`src/hw/rtl/k_transaction_max_profit_top_macros.svh`:
```
// Assertion macros for the file that carries checks.
`ifndef K_TRANSACTION_MAX_PROFIT_TOP_MACROS_SVH
`define K_TRANSACTION_MAX_PROFIT_TOP_MACROS_SVH

`ifndef SYNTHESIS

// The consequent must hold in the same cycle as the antecedent.
`define KTMP_ASSERT_SAME(label, clk, rst, ante, cons) \
  label: assert property (@(posedge clk) disable iff (rst) (ante) |-> (cons)) \
    else $error("check failed: same-cycle implication");

// The consequent must hold in the cycle after the antecedent.
`define KTMP_ASSERT_NEXT(label, clk, rst, ante, cons) \
  label: assert property (@(posedge clk) disable iff (rst) (ante) |=> (cons)) \
    else $error("check failed: next-cycle implication");

`else

`define KTMP_ASSERT_SAME(label, clk, rst, ante, cons)
`define KTMP_ASSERT_NEXT(label, clk, rst, ante, cons)

`endif

`endif

```
`src/hw/rtl/ktmp_pkg.sv`:
```
package ktmp_pkg;

  localparam int MAX_TRANSACTIONS = 16;
  localparam int PRICE_BITS       = 16;

  localparam int PRICE_FIELD_BITS = 16;
  localparam int PROFIT_BITS      = 31;
  localparam int CFG_BITS         = 5;
  localparam int VAL_BITS         = 32;

  typedef logic signed [VAL_BITS-1:0] val_t;

  localparam val_t VAL_MIN = {1'b1, {(VAL_BITS-1){1'b0}}};
  localparam val_t VAL_MAX = {1'b0, {(VAL_BITS-1){1'b1}}};

  localparam logic [CFG_BITS-1:0] K_RESET = CFG_BITS'(1);

  typedef struct packed {
    logic [PRICE_FIELD_BITS-1:0] price;
    logic                        last_price;
  } in_word_t;

  typedef struct packed {
    logic [PROFIT_BITS-1:0] best_profit;
    logic                   profit_saturated;
  } out_word_t;

  // Per-cycle control broadcast along the chain.
  typedef struct packed {
    logic step;
    logic clear;
  } cell_ctl_t;

endpackage

```
`src/hw/rtl/ktmp_cell.sv`:
```
module ktmp_cell
  import ktmp_pkg::*;
(
  input  logic                  clk,
  input  logic                  rst,
  input  cell_ctl_t             ctl,
  input  logic [PRICE_BITS-1:0] price,
  input  val_t                  left_flat,
  output val_t                  flat,
  output val_t                  flat_next,
  output logic                  sat
);

  val_t                hold;
  val_t                hold_next;
  logic [VAL_BITS:0]   sell_wide;
  logic [VAL_BITS:0]   buy_wide;
  val_t                sell;
  val_t                buy;
  logic                sell_ovf;
  logic                buy_ovf;

  always_comb begin
    sell_wide = {hold[VAL_BITS-1], hold} + {{(VAL_BITS+1-PRICE_BITS){1'b0}}, price};
    buy_wide  = {left_flat[VAL_BITS-1], left_flat}
              - {{(VAL_BITS+1-PRICE_BITS){1'b0}}, price};

    // The wide result left the 32-bit range when its two top bits differ.
    sell_ovf = sell_wide[VAL_BITS] ^ sell_wide[VAL_BITS-1];
    buy_ovf  = buy_wide[VAL_BITS] ^ buy_wide[VAL_BITS-1];

    if (sell_ovf) begin
      sell = sell_wide[VAL_BITS] ? VAL_MIN : VAL_MAX;
    end else begin
      sell = sell_wide[VAL_BITS-1:0];
    end
    if (buy_ovf) begin
      buy = buy_wide[VAL_BITS] ? VAL_MIN : VAL_MAX;
    end else begin
      buy = buy_wide[VAL_BITS-1:0];
    end

    flat_next = (sell > flat) ? sell : flat;
    hold_next = (buy > hold) ? buy : hold;
    sat       = sell_ovf | buy_ovf;
  end

  always_ff @(posedge clk) begin
    if (rst || (ctl.step && ctl.clear)) begin
      hold <= VAL_MIN;
      flat <= '0;
    end else if (ctl.step) begin
      hold <= hold_next;
      flat <= flat_next;
    end
  end

endmodule

```
`config.mk`:
```
export PLATFORM = sky130hd
export DESIGN_NAME = ktmp_cell
export DESIGN_NICKNAME = d
export VERILOG_FILES = /design/src/hw/rtl/k_transaction_max_profit_top_macros.svh /design/src/hw/rtl/ktmp_pkg.sv /design/src/hw/rtl/ktmp_cell.sv
export SDC_FILE = /design/constraint.sdc
export NUM_CORES = 1
export LEC_CHECK = 0
export BUFFER_PORTS_ARGS = -buffer_cell sky130_fd_sc_hd__buf_2
export CAP_MARGIN = 20
export CORE_AREA = 2 2 138 113
export CTS_CLUSTER_DIAMETER = 200
export DETAILED_ROUTE_END_ITERATION = 8
export DIE_AREA = 0 0 140 115
export PLACE_DENSITY = 0.82
export SLEW_MARGIN = 25
export SYNTH_ARGS = -nofsm -noshare
export SYNTH_HDL_FRONTEND = slang
export SYNTH_SLANG_ARGS = --single-unit
```
`constraint.sdc`:
```
create_clock -name clk -period 7.6 [get_ports clk]
set_input_delay 0.76 -clock clk [delete_from_list [all_inputs] [get_ports clk]]
set_output_delay 0.76 -clock clk [all_outputs]
set_load 0.05 [all_outputs]
```
### Yosys cells after proc, flatten, opt, wreduce, memory -nomap -nowiden

Index checks and enable logic that the tools add are counted.

* multiplexer cells: 5
* bitwise logic cells: 3
* reductions and logical operators: 3
* order comparisons: 2
* $add $sub $neg: 2

Operators with widths (number)
* 32-bit two-way mux: 5
* 32-bit greater-than comparator: 2
* 32-bit by 17-bit adder with 33-bit output: 1
* 32-bit by 17-bit subtractor with 33-bit output: 1
* 2-bit AND reduction: 1
* 1-bit bitwise XOR: 2
* 1-bit logical AND: 1
* 1-bit logical OR: 1
* 1-bit bitwise OR: 1

* bits of input ports: 52
* output and inout bits: 65
* logic and storage cells: 17
* flip-flop bits (word level): 64

### Logic depth before layout (Yosys ltp)

* depth in word-level cells: 5
* mapped depth: 23
* mapped depth without buffers: 21

### Worst setup path before layout

Ideal clock, no wire load.

* path type: input to output
* from: input price[0]
* to: output flat_next[0]
* buffers on the path: 2
* arrival time: 5.955 ns
* stages: 20
* required time: 6.840 ns
* path slack: 0.885 ns
* cells stage by stage: ha_1 -> fa_1 -> a211oi_1 -> nor3_1 -> o21ai_0 -> a31oi_2 -> and4_1 -> o21a_1 -> buf_2 -> nor2_1 -> inv_1 -> ha_1 -> nand4_1 -> a2111o_1 -> a31oi_1 -> o21ai_0 -> inv_2 -> clkbuf_1 -> nand2_1 -> o21ai_0

* word-level cells in the longest chain between the ends: 5
* elaborated cells between the ends (all ways): 6
* those cells by class: 1 x add/sub; 1 x order compare; 3 x mux; 1 x bitwise

RTL lines
* from (decl): line ktmp_cell.sv:7 `input logic [PRICE_BITS-1:0] price,`
* 32-bit by 17-bit adder with 33-bit output *: line ktmp_cell.sv:24 `sell_wide = {hold[VAL_BITS-1], hold} + {{(VAL_BITS+1-PRICE_BITS){1'b0}}, price};`
* 32-bit two-way mux or 1-bit bitwise XOR (tied branches): line ktmp_cell.sv:33, ktmp_cell.sv:29
* 32-bit two-way mux *: line ktmp_cell.sv:32 `if (sell_ovf) begin`
* 32-bit greater-than comparator: line ktmp_cell.sv:43 `flat_next = (sell > flat) ? sell : flat;`
* 32-bit two-way mux *: line ktmp_cell.sv:43
* to (decl): line ktmp_cell.sv:10 `output val_t flat_next,`

Every way passes the cells marked *; elsewhere a longest branch is shown, timed or not.

### Worst setup path after layout

Same ends and word-level chain as after synthesis.

==> key figures <==
Status
  • Status: finished, violations left
  • Failing checks: DRC

Finish
  • Finished Layout Cells: 1,259
  • Share of cells above drive strength 1: ~17%
  • Synth-to-layout area growth: 13.6%
  • Seq. cell area: between 0.001 and 0.0015 mm2
  • Cell area after layout: a little over 0.008 mm2
  • Utilization after layout: 55.4%
  • Area of the multi-input gates: around 0.0053 mm2
  • # nets final: between 1,000 and 1,500
  • Fillcell total: 1,363

Run
  • Max Cap Viol: 0

Place
  • Post-DP Area: roughly 0.0079 mm2
  • Post-DP HPWL: around 17,000 um
  • Placed Cells: approximately 1,200
  • Routability Congestion: ~0.97
  • Port buffer count: ~120

Synth
  • Ys async rst share: 0%
  • Main flop type after synthesis: dfxtp_1
  • EDFF count, synth: 0
  • Post-synthesis sequential area ratio: 17.8%
  • Mapped Area: just over 0.007 mm2
  • Seq cells post-synth: 64
  • Synth Instances: around 970
  • Post-synth net total: between 1,000 and 1,500
  • Count of different cell masters after synthesis: just over 80
  • Synth warnings: 0
  • Avg Inst Size Synth: 7.44 um2

Critical path
  • Critical Setup Path Class: input pin to output pin
  • Crit start category: input pin
  • Max FO, Critical Path: 19
  • Reg2reg start: hold[0]
  • Req. time, crit path: roughly 7 ns
  • Worst-path cell chain: buf_2 -> ha_1 -> fa_1 -> a211oi_1 -> nor3_1 -> o21ai_0 -> a31oi_2 -> and4_1 -> o21ai_2 -> o21ai_0 -> and2_1 -> ha_1 -> nand3_1 -> nor3_1 -> nand2_1 -> a31oi_1 -> o21ai_2 -> inv_2 -> nand2_1 -> o21ai_0 -> buf_2
  • Critical path's most frequent cell: o21ai_0
  • Arrival time at the worst endpoint: about 6.3 ns
  • CP max-delay cell: fa_1
  • Setup crit end kind: output pin
  • CP startpoint: price[0]
  • Biggest cell delay along the critical path: about 0.44 ns

CTS
  • Clk Latency, worst-skew pair: ~0.34 ns
  • Clk pin slew, worst setup/hold paths: about 0.05 ns
  • TritonCTS clock tree: done
  • Postcts setup bufs: 0
  • Post-CTS sizing: 0
  • Cts hold-fix bufs: 0
  • Num CTS Buffers: 9
  • Root Driver: clkbuf_16
  • Clock sink count: 64
  • CTS Buffer Depth: 2
  • H-tree lvl count: 3

Timing
  • Highest Clock Rate: roughly 140 MHz
  • Tmin final: ~7.1 ns
  • Max_slew headroom: ~41%
  • Final worst-path cycle share: 93.5%
  • Worst-Margin Slew: 0.879 ns
  • Final Max Tran Viols: 0
  • Hold Fails Final Rpt: 0
  • Clock Skew: 0.00512 ns
  • RSZ-0062 raised after global routing: no
  • Sum of negative setup slack: 0 ns
  • Final setup fails: 0

Detailed routing
  • DRC Markers: 12
  • Via count: roughly 7,700
  • Post-route ant nets: 0
  • DRT iter0 DRCs: 822
  • Pre-antenna DRT Iters: 8
  • Mean routed wirelength per cell: around 17 um
  • Via density: 6.08
  • Final WL: roughly 22,000 um

Pwr
  • Clock power frac: roughly a quarter
  • VDD IR max: approximately 0.00012 V
  • Seq pwr share: approximately a quarter
  • Sw power: slightly above 0.7 mW
  • Switching share of power: between 40% and 50%
  • Combinational Power Share: between 40% and 50%
  • Overall power: about 1.6 mW
  • Internal power: between 0.8 and 0.9 mW
  • LEAKAGE: 3.64 nW
  • Pwr per Cell Area: between 150 and 200 mW/mm2

Global route
  • Largest net degree at the start of global routing: 38
  • GRT Resource Usage Total: between 20% and 30%
  • Gr ovfl total: 0
  • Initial antenna violation count: 0
  • Vias in the first global route: roughly 7,100
  • Global-route wire length before repair: between 30,000 and 40,000 um

Floorplan
  • Core region area: between 0.01 and 0.015 mm2
  • Row cnt: 40
  • Starting density of the core: approximately half
  • Die span in x: approximately 140 um
  • Ports: roughly 120
  • Die ar.: 0.0161 mm2
  • Die H: between 100 and 150 um

Worst hold path
  • Hold Path Class: flop to flop
  • Hold_sp: flat[6]
[cells by family after synthesis]
group / count (synthesis) / share of synthesized area (%)
and+or+nand+nor: 295 / 20.2
muxes: 36 / 5.23
DFF: 64 / 17.8
buffers and inverters: 139 / 8.22
adders and majority gates: 98 / 17.2
AOI/OAI and AO/OA: 293 / 26.2
xor gates and xnor gates: 42 / 5.11
[critical path, delay by kind of cell]
family,cells,cell delay (ns)
AO/OA/AOI/OAI,8,2.35
AND/OR/NAND/NOR,7,1.49
adder cells (fa/ha/maj),3,0.95
buffers and inverters,3,0.78
[power by group through the flow]
stage	Clock [mW]	Sequential (mW)	Combinational [mW]
6_report	0.426	0.387	0.783
3_5_place_dp	0	0.393	0.764
3_3_place_gp	0	0.392	0.747
2_1_floorplan	0	0.427	0.546
5_1_grt	0.447	0.390	0.852
4_1_cts	0.428	0.386	0.773
[cell type report]
cell class	count	area share (%)
Antenna cell	1	0.0306
Clock buffer	13	3.18
Clock inverter	3	0.490
Inverter	102	4.68
Multi-Input combinational cell	764	65.3
Sequential cell	64	15.7
Tap cell	189	2.89
Timing Repair Buffer	123	7.74
[cells in the final DEF, fill, tap and decap left out, drive strengths merged, types with 6 or more instances in the layout]
cell | netlist | final
a21oi | 88 | 88
xnor2 | 30 | 30
a31oi | 19 | 19
nand2b | 6 | 6
o21ai | 86 | 86
a21o | 12 | 12
o211ai | 10 | 10
a211oi | 7 | 7
nand4 | 18 | 18
and4 | 6 | 6
buf | 10 | 123
inv | 102 | 102
mux2 | 13 | 13
or2 | 7 | 7
a22o | 6 | 6
and2 | 7 | 7
xor2 | 12 | 12
nand2 | 73 | 73
nor2 | 75 | 75
dfxtp | 64 | 64
ha | 96 | 96
o21a | 8 | 8
mux2i | 23 | 23
or3 | 10 | 10
nand3 | 36 | 36
nor3 | 33 | 33
clkbuf | 27 | 13
[layer usage]
layer	vias to the layer above	track usage [%]	part of all wire [%]
met5	-	0	0
met4	0	10.9	3.2
met3	58	4.25	7.4
met2	332	43.9	45
met1	3565	34.6	44
li1	3705	-	-
[metrics by stage]
step                setup slack [ns]  hold slack (ns)
CTS                            0.652            0.511
floorplan                      0.885            0.471
global route                  0.0924            0.538
finish                         0.498            0.506
global placement               0.951            0.496
detailed placement             0.777            0.503
[synthesized netlist by cell type, types with 5 or more instances]
cell type | number | share of area [%]
a31oi_1 | 18 | 1.6
o211a_1 | 5 | 0.70
dfxtp_1 | 64 | 18
mux2i_1 | 23 | 3.2
o21a_1 | 8 | 0.83
nand2b_1 | 6 | 0.52
nor2b_1 | 5 | 0.43
o211ai_1 | 10 | 1.0
xnor2_1 | 30 | 3.7
ha_1 | 96 | 17
nand3_1 | 36 | 2.5
a22o_1 | 6 | 0.73
clkbuf_1 | 25 | 1.3
nor3_1 | 30 | 2.1
and2_1 | 6 | 0.52
a21oi_2 | 9 | 1.1
nor2_1 | 74 | 3.9
a21oi_1 | 79 | 5.5
or3_1 | 10 | 0.87
a21o_1 | 12 | 1.3
inv_1 | 101 | 5.3
o21ai_0 | 81 | 5.6
nand4_1 | 18 | 1.6
mux2_2 | 13 | 2.0
a211oi_1 | 7 | 0.73
xor2_1 | 12 | 1.5
and4_1 | 6 | 0.73
nand2_1 | 73 | 3.8
[registers in the layout, indices dropped and copies added (netlist names)]
register,flops
flat,32
hold,32
[worst paths after layout]
| check | endpoint | slack, ns | cells past startpoint |
|---|---|---|---|
| worst max-delay path | flat_next[0] | 0.50 | 21 |
| worst min-delay path | flat[6] | 0.51 | 2 |
| worst max register to register | flat[30] | 1.49 | 20 |
| worst min register to register | flat[6] | 0.51 | 2 |
Power figures use the tool's default switching activity.
